[src/sv/flsa_pkg.sv]
package flsa_pkg;

   // Pool geometry
   localparam int POOL_SLOTS = 256;
   localparam int SLOT_W     = 8;
   localparam int COUNT_W    = 9;
   localparam int LINK_W     = SLOT_W + 1;

   localparam logic [COUNT_W-1:0] POOL_COUNT = COUNT_W'(POOL_SLOTS);

   // Command codes
   localparam logic CMD_ALLOC = 1'b0;
   localparam logic CMD_FREE  = 1'b1;

   // Configuration port
   localparam int CSR_DATA_W = 32;
   localparam int CSR_ADDR_W = 3;
   localparam int CSR_IDX_W  = 1;

   localparam logic [CSR_IDX_W-1:0] REG_MAX_IN_USE = 1'b0;

   localparam logic [COUNT_W-1:0] MAX_IN_USE_RESET = COUNT_W'(256);

   typedef struct packed {
      logic              cmd;
      logic [SLOT_W-1:0] slot_index;
   } req_type;

   typedef struct packed {
      logic [SLOT_W-1:0]  granted_index;
      logic               ok;
      logic [COUNT_W-1:0] count_after;
   } rsp_type;

   // One entry of the free list: the slot behind this one, and whether this one is last.
   typedef struct packed {
      logic              last;
      logic [SLOT_W-1:0] next;
   } link_type;

endpackage

[src/sv/flsa_ram.sv]
module flsa_ram #(
   parameter int WIDTH = 8,
   parameter int DEPTH = 256
) (
   input  logic                     clock,
   input  logic                     wr_en,
   input  logic [$clog2(DEPTH)-1:0] wr_addr,
   input  logic [WIDTH-1:0]         wr_data,
   input  logic [$clog2(DEPTH)-1:0] rd_addr,
   output logic [WIDTH-1:0]         rd_data
);

   logic [WIDTH-1:0] mem [DEPTH];
   logic [WIDTH-1:0] rd_data_ff;

   always_ff @(posedge clock) begin
      if (wr_en) begin
         mem[wr_addr] <= wr_data;
      end
      rd_data_ff <= mem[rd_addr];
   end

   assign rd_data = rd_data_ff;

endmodule

[src/sv/free_list_slot_allocator_top.sv]
// An accepted request has its result registered onto rsp in the following cycle.
// Throughput: one request per cycle unless rsp stalls; the link RAM is read at the
// address of the next free-list head, so back-to-back allocates and frees need no wait.
// Reset is synchronous: the free list is empty, the in-use count is zero and
// max_in_use returns to 256. The link RAM is not cleared and needs no clearing pass.
module free_list_slot_allocator_top (
   input  logic                                 clock,
   input  logic                                 reset,

   input  logic                                 req_valid,
   output logic                                 req_stall,
   input  flsa_pkg::req_type                    req_payload,

   output logic                                 rsp_valid,
   input  logic                                 rsp_stall,
   output flsa_pkg::rsp_type                    rsp_payload,

   input  logic                                 csr_psel,
   input  logic                                 csr_penable,
   input  logic                                 csr_pwrite,
   input  logic [flsa_pkg::CSR_ADDR_W-1:0]      csr_paddr,
   input  logic [flsa_pkg::CSR_DATA_W-1:0]      csr_pwdata,
   output logic [flsa_pkg::CSR_DATA_W-1:0]      csr_prdata,
   output logic                                 csr_pready
);

   logic [flsa_pkg::SLOT_W-1:0]  free_head_ff, free_head_in;
   logic                         list_empty_ff, list_empty_in;
   logic [flsa_pkg::COUNT_W-1:0] count_ff, count_in;
   logic [flsa_pkg::COUNT_W-1:0] max_in_use_ff;
   logic                         rsp_valid_ff, rsp_valid_in;
   flsa_pkg::rsp_type            rsp_ff, rsp_in;
   logic                         fwd_sel_ff, fwd_sel_in;
   flsa_pkg::link_type           fwd_link_ff, fwd_link_in;

   logic                         accept;
   logic                         wr_en;
   flsa_pkg::link_type           wr_link;
   logic [flsa_pkg::LINK_W-1:0]  ram_rd_data;
   flsa_pkg::link_type           head_link;
   logic [flsa_pkg::COUNT_W-1:0] limit;
   logic [flsa_pkg::SLOT_W-1:0]  granted;
   logic                         ok;
   logic [flsa_pkg::CSR_IDX_W-1:0] csr_index;
   logic                         csr_write;

   assign req_stall = rsp_valid_ff & rsp_stall;
   assign accept    = req_valid & ~req_stall;

   // Configuration port
   assign csr_pready = 1'b1;
   assign csr_index  = csr_paddr[flsa_pkg::CSR_ADDR_W-1:2];
   assign csr_write  = csr_psel & csr_penable & csr_pwrite & csr_pready;

   always_comb begin
      csr_prdata = '0;
      if (csr_index == flsa_pkg::REG_MAX_IN_USE) begin
         csr_prdata = flsa_pkg::CSR_DATA_W'(max_in_use_ff);
      end
   end

   // The RAM output is the link of the current head, except just after a free, whose
   // link was written in the same cycle as it was read and so comes from the bypass.
   assign head_link = fwd_sel_ff ? fwd_link_ff : flsa_pkg::link_type'(ram_rd_data);

   assign limit = (max_in_use_ff < flsa_pkg::POOL_COUNT) ? max_in_use_ff
                                                         : flsa_pkg::POOL_COUNT;

   always_comb begin
      free_head_in  = free_head_ff;
      list_empty_in = list_empty_ff;
      count_in      = count_ff;
      wr_en         = 1'b0;
      wr_link.last  = list_empty_ff;
      wr_link.next  = free_head_ff;
      granted       = '0;
      ok            = 1'b0;

      if (accept) begin
         if (req_payload.cmd == flsa_pkg::CMD_ALLOC) begin
            if (!list_empty_ff) begin
               granted       = free_head_ff;
               free_head_in  = head_link.next;
               list_empty_in = head_link.last;
               if (count_ff < flsa_pkg::POOL_COUNT) begin
                  count_in = count_ff + flsa_pkg::COUNT_W'(1);
               end
               ok = 1'b1;
            end else if (count_ff < limit) begin
               granted  = count_ff[flsa_pkg::SLOT_W-1:0];
               count_in = count_ff + flsa_pkg::COUNT_W'(1);
               ok       = 1'b1;
            end
         end else if (flsa_pkg::COUNT_W'(req_payload.slot_index) < flsa_pkg::POOL_COUNT) begin
            wr_en         = 1'b1;
            free_head_in  = req_payload.slot_index;
            list_empty_in = 1'b0;
            if (count_ff != '0) begin
               count_in = count_ff - flsa_pkg::COUNT_W'(1);
            end
            ok = 1'b1;
         end
      end

      fwd_sel_in  = wr_en;
      fwd_link_in = wr_link;

      rsp_in.granted_index = granted;
      rsp_in.ok            = ok;
      rsp_in.count_after   = count_in;

      if (accept) begin
         rsp_valid_in = 1'b1;
      end else if (!rsp_stall) begin
         rsp_valid_in = 1'b0;
      end else begin
         rsp_valid_in = rsp_valid_ff;
      end
   end

   flsa_ram #(
      .WIDTH (flsa_pkg::LINK_W),
      .DEPTH (flsa_pkg::POOL_SLOTS)
   ) u_link_ram (
      .clock   (clock),
      .wr_en   (wr_en),
      .wr_addr (req_payload.slot_index),
      .wr_data (wr_link),
      .rd_addr (free_head_in),
      .rd_data (ram_rd_data)
   );

   always_ff @(posedge clock) begin
      if (reset) begin
         free_head_ff  <= '0;
         list_empty_ff <= 1'b1;
         count_ff      <= '0;
         max_in_use_ff <= flsa_pkg::MAX_IN_USE_RESET;
         rsp_valid_ff  <= 1'b0;
         fwd_sel_ff    <= 1'b0;
      end else begin
         free_head_ff  <= free_head_in;
         list_empty_ff <= list_empty_in;
         count_ff      <= count_in;
         rsp_valid_ff  <= rsp_valid_in;
         fwd_sel_ff    <= fwd_sel_in;
         if (csr_write && csr_index == flsa_pkg::REG_MAX_IN_USE) begin
            max_in_use_ff <= csr_pwdata[flsa_pkg::COUNT_W-1:0];
         end
      end
   end

   always_ff @(posedge clock) begin
      fwd_link_ff <= fwd_link_in;
      if (accept) begin
         rsp_ff <= rsp_in;
      end
   end

   assign rsp_valid   = rsp_valid_ff;
   assign rsp_payload = rsp_ff;

endmodule

[config.mk]
export PLATFORM = sky130hd
export DESIGN_NAME = free_list_slot_allocator_top
export DESIGN_NICKNAME = d
export VERILOG_FILES = /design/src/sv/flsa_pkg.sv /design/src/sv/flsa_ram.sv /design/src/sv/free_list_slot_allocator_top.sv
export SDC_FILE = /design/constraint.sdc
export NUM_CORES = 2
export LEC_CHECK = 0
export BUFFER_PORTS_ARGS = -buffer_cell sky130_fd_sc_hd__buf_2
export CAP_MARGIN = 40
export CORE_MARGIN = 1.5
export CORE_UTILIZATION = 63
export CTS_CLUSTER_SIZE = 8
export DETAILED_ROUTE_END_ITERATION = 6
export PLACE_DENSITY = 0.8
export SYNTH_ARGS = -nofsm -noshare
export SYNTH_HDL_FRONTEND = slang
export SYNTH_HIERARCHICAL = 1
export SYNTH_SLANG_ARGS = --single-unit
[constraint.sdc]
create_clock -name clock -period 8.6 [get_ports clock]
set_input_delay 2.15 -clock clock [delete_from_list [all_inputs] [get_ports clock]]
set_output_delay 2.15 -clock clock [all_outputs]
set_load 0.01 [all_outputs]
==> impl_results.md <==
* Reg clk slew, reported paths at 0.05 ns
* Run status: finished, violations left
* DRT Pass-1 Iters at 7
* Chip height at between 300 and 400 um
* Final non-filler cell total at just under 7000
* Syn-to-layout area delta at 13.5%
* Area of the multi-input gates at about 0.020 mm^2
* Antenna-violating nets left at 0
* Critical path class: primary input to flip-flop
* Die width at just under 400 um
* CTS Sinks at about 2400
* Static leakage at 33.8 nW
* Worst EP required at roughly 9.4 ns
* Via count at 50600
* Via/cell ratio at 7.29
* Synth area leader: edfxtp_1
* Initial DRC Count at 7589
* Number of port buffers at between 50 and 60
* Least-Margin Pin Slew at around 1.3 ns
* Worst rel slew slack at between 10% and 20%
* Synth unique cells at 87
* Fill cell count at 7812
* Min-delay worst type: flip-flop to flip-flop
* Fin Setup TNS at 0 ns
* Initial Util at 63.5%
* Worst path arrival time at 7.01 ns
* # hold bufs at CTS at 0
* EDFF count, synth at 2322
* Routed len/inst at ~35 um
* Peak supply drop at ~0.22 mV
* Synth warn at 6
* RSZ-0062 raised after global routing: no
* Worst setup SP type: primary input
* Setup Fix Bufs, Post-CTS at 0
* Fin. Hold Viols at 0
* First-pass GRT wire length at 349000 um
* # setup viols final at 0
* Tmin final at 6.23 ns
* CTS H-tree lvls at 5
* Failing checks: design-rule violations
* Clock Tree Buf Depth at 4
* Worst Setup End Kind: flip-flop
* Rows at 140
* Maxcap violations at 0
* Nets at 5023
* Syn_area_per_cell at 20.2 um^2
* Slew Limit Fails at 0
* Post-synthesis cell area at 0.0925 mm^2
* Total grt overflow at 0
* Register area at 0.0707 mm^2
* Top-area cell type share of the netlist area at 75.4%
* Mapped Cells at 4582
* Share of cells above drive strength 1 at between 20% and 30%
* Crit. Startpoint: rsp_stall
* Total placed cells including tap cells at 6505
* Highest Clock Rate at 0.161 GHz
* GP Congestion at 0.913
* Hold_sp: max_in_use_ff[4]$_SDFFE_PP0P_
* R2R Path Start: list_empty_ff$_SDFFE_PP1P_
* Cell Pwr Density at about 260 mW/mm^2
* Worst-Skew Late Latency at 0.94 ns
* Ranking of synthesized cells by area: edfxtp_1 75%, mux4_2 11%, mux2i_1 2.0%
* WL final at 242000 um
* CTS tree: yes
* Crit Path Max Fanout at 93
* Top Ports at about 100
* Largest net degree at the start of global routing at between 200 and 300
* CTS Buf Count at 346
* Period Utilization, post-route at between 70% and 80%
* Root buf cell: clkbuf_16
* Post-synth top flop: edfxtp_1
* Flops & latches, synth at 2369
* Ys async rst share at 0%
* Final Skew at 0.0779 ns
* Overall Global Routing Usage at 32.8%
* Full die area at 0.149 mm^2
* Core Area at 0.146 mm^2
* Total chip power at around 27 mW
* Hpwl dp at about 130000 um
* Sequential share of the synthesized area at 76.4%
* DRC viols at 2
* Antenna violations before repair at 4
* Post-CTS sizing at 0
* Vias in the first global route at 51400
layer usage:
metal / up-vias / global-route usage [%] / share of wire [%]
met3: 950 / 8.80 / 13
li1: 19600 / - / -
met5: - / 0 / 0.028
met4: 10 / 18.5 / 6.4
met2: 4428 / 51.5 / 48
met1: 25600 / 42.1 / 33
critical path, cell delays in order:
cell and delay [ns]:
buf_2 0.10, a21bo_2 0.41, nor2_1 0.60, o22a_4 0.74
buf_12 0.52, mux4_2 0.39, a22o_1 0.27, a221oi_1 0.47
o32ai_1 0.30, nor3_1 0.83, nor4_1 0.10
through the flow:
| step | area [um^2] | utilization [%] | hold slack, ns | worst slack (ns) |
|---|---|---|---|---|
| final | 105000 | 72.1 | 0.479 | 2.37 |
| after global routing | 105000 | 72.1 | 0.487 | 2.44 |
| after CTS | 105000 | 71.9 | 0.483 | 2.63 |
| after detailed placement | 95700 | 65.7 | 0.476 | 1.85 |
| after global placement | 94500 | 64.9 | 0.466 | 1.55 |
| after floorplan | 92600 | - | 0.439 | 2.29 |
logic make-up after synthesis:
| kind of cell | after synthesis | synth area share, % |
|---|---|---|
| other cells | 2 | 0.00812 |
| flops | 2369 | 76.4 |
| fa+ha+maj | 12 | 0.162 |
| buf+inv | 315 | 2.07 |
| xor+xnor | 2 | 0.0189 |
| simple gates | 618 | 3.07 |
| compound gates | 576 | 4.33 |
| mux | 688 | 14.0 |
synth_stat cells, types with 27 or more instances:
master,number
edfxtp_1,2322
a21oi_1,119
nor2b_1,49
buf_4,55
nor4_1,31
o22ai_1,68
a211oi_1,27
nand2_1,78
o221ai_1,36
dfxtp_1,47
mux2i_1,187
buf_2,56
a22oi_1,174
clkbuf_1,132
nor2_1,325
o21ai_0,37
nand3_1,37
mux4_2,467
nor3_1,28
buf_6,27
path summary, 6_finish.rpt:
path                                        end  slack, ns  depth (start not counted)
hold reg to reg   max_in_use_ff[4]$_SDFFE_PP0P_       0.48                          2
setup reg to reg  u_link_ram/rd_data[0]$_DFF_P_       2.93                         11
hold / removal    max_in_use_ff[4]$_SDFFE_PP0P_       0.48                          2
setup / recovery  u_link_ram/rd_data[0]$_DFF_P_       2.37                         11
report_power, final:
| group | switching, mW | total, mW | internal, mW | leakage, nW |
|---|---|---|---|---|
| combinational | 1.71 | 2.69 | 0.985 | 7.45 |
| clock | 4.53 | 11.7 | 7.20 | 4.42 |
| sequential | 0.0901 | 13.0 | 12.9 | 22.0 |
layout by cell type, fill, tap and decap left out, drive strengths merged, types with 15 or more instances in the layout:
master and instances:
edfxtp 2322, mux4 476, clkbuf 399, nor2 325, buf 311, mux2i 187, a22oi 174, a21oi 120
nand2 78, o22ai 68, nor2b 49, dfxtp 47, o21ai 42, nand3 37, o221ai 37, nor4 31
nor3 28, a211oi 27, mux2 25, conb 24, nand4 16, a22o 15
area by class of cell:
| cell class | instances | area share, % |
|---|---|---|
| flip-flops and latches | 2369 | 67.3 |
| multi-input cells | 1920 | 19.1 |
| clock buffers | 398 | 8.55 |
| repair buffers | 312 | 2.57 |
| well taps | 1917 | 2.28 |
| clock inverters | 7 | 0.0643 |
| inverters | 11 | 0.0512 |
| diodes | 6 | 0.0143 |
state kept, by name, indices dropped and copies added, names as in the netlist:
name	flops
free_head_ff	8
fwd_sel_ff	1
u_link_ram/mem	2304
max_in_use_ff	9
list_empty_ff	1
rsp_valid	1
rsp_payload	18
fwd_link_ff	9
count_ff	9
u_link_ram/rd_data	9
No activity file was read; power rests on OpenSTA's default activity.
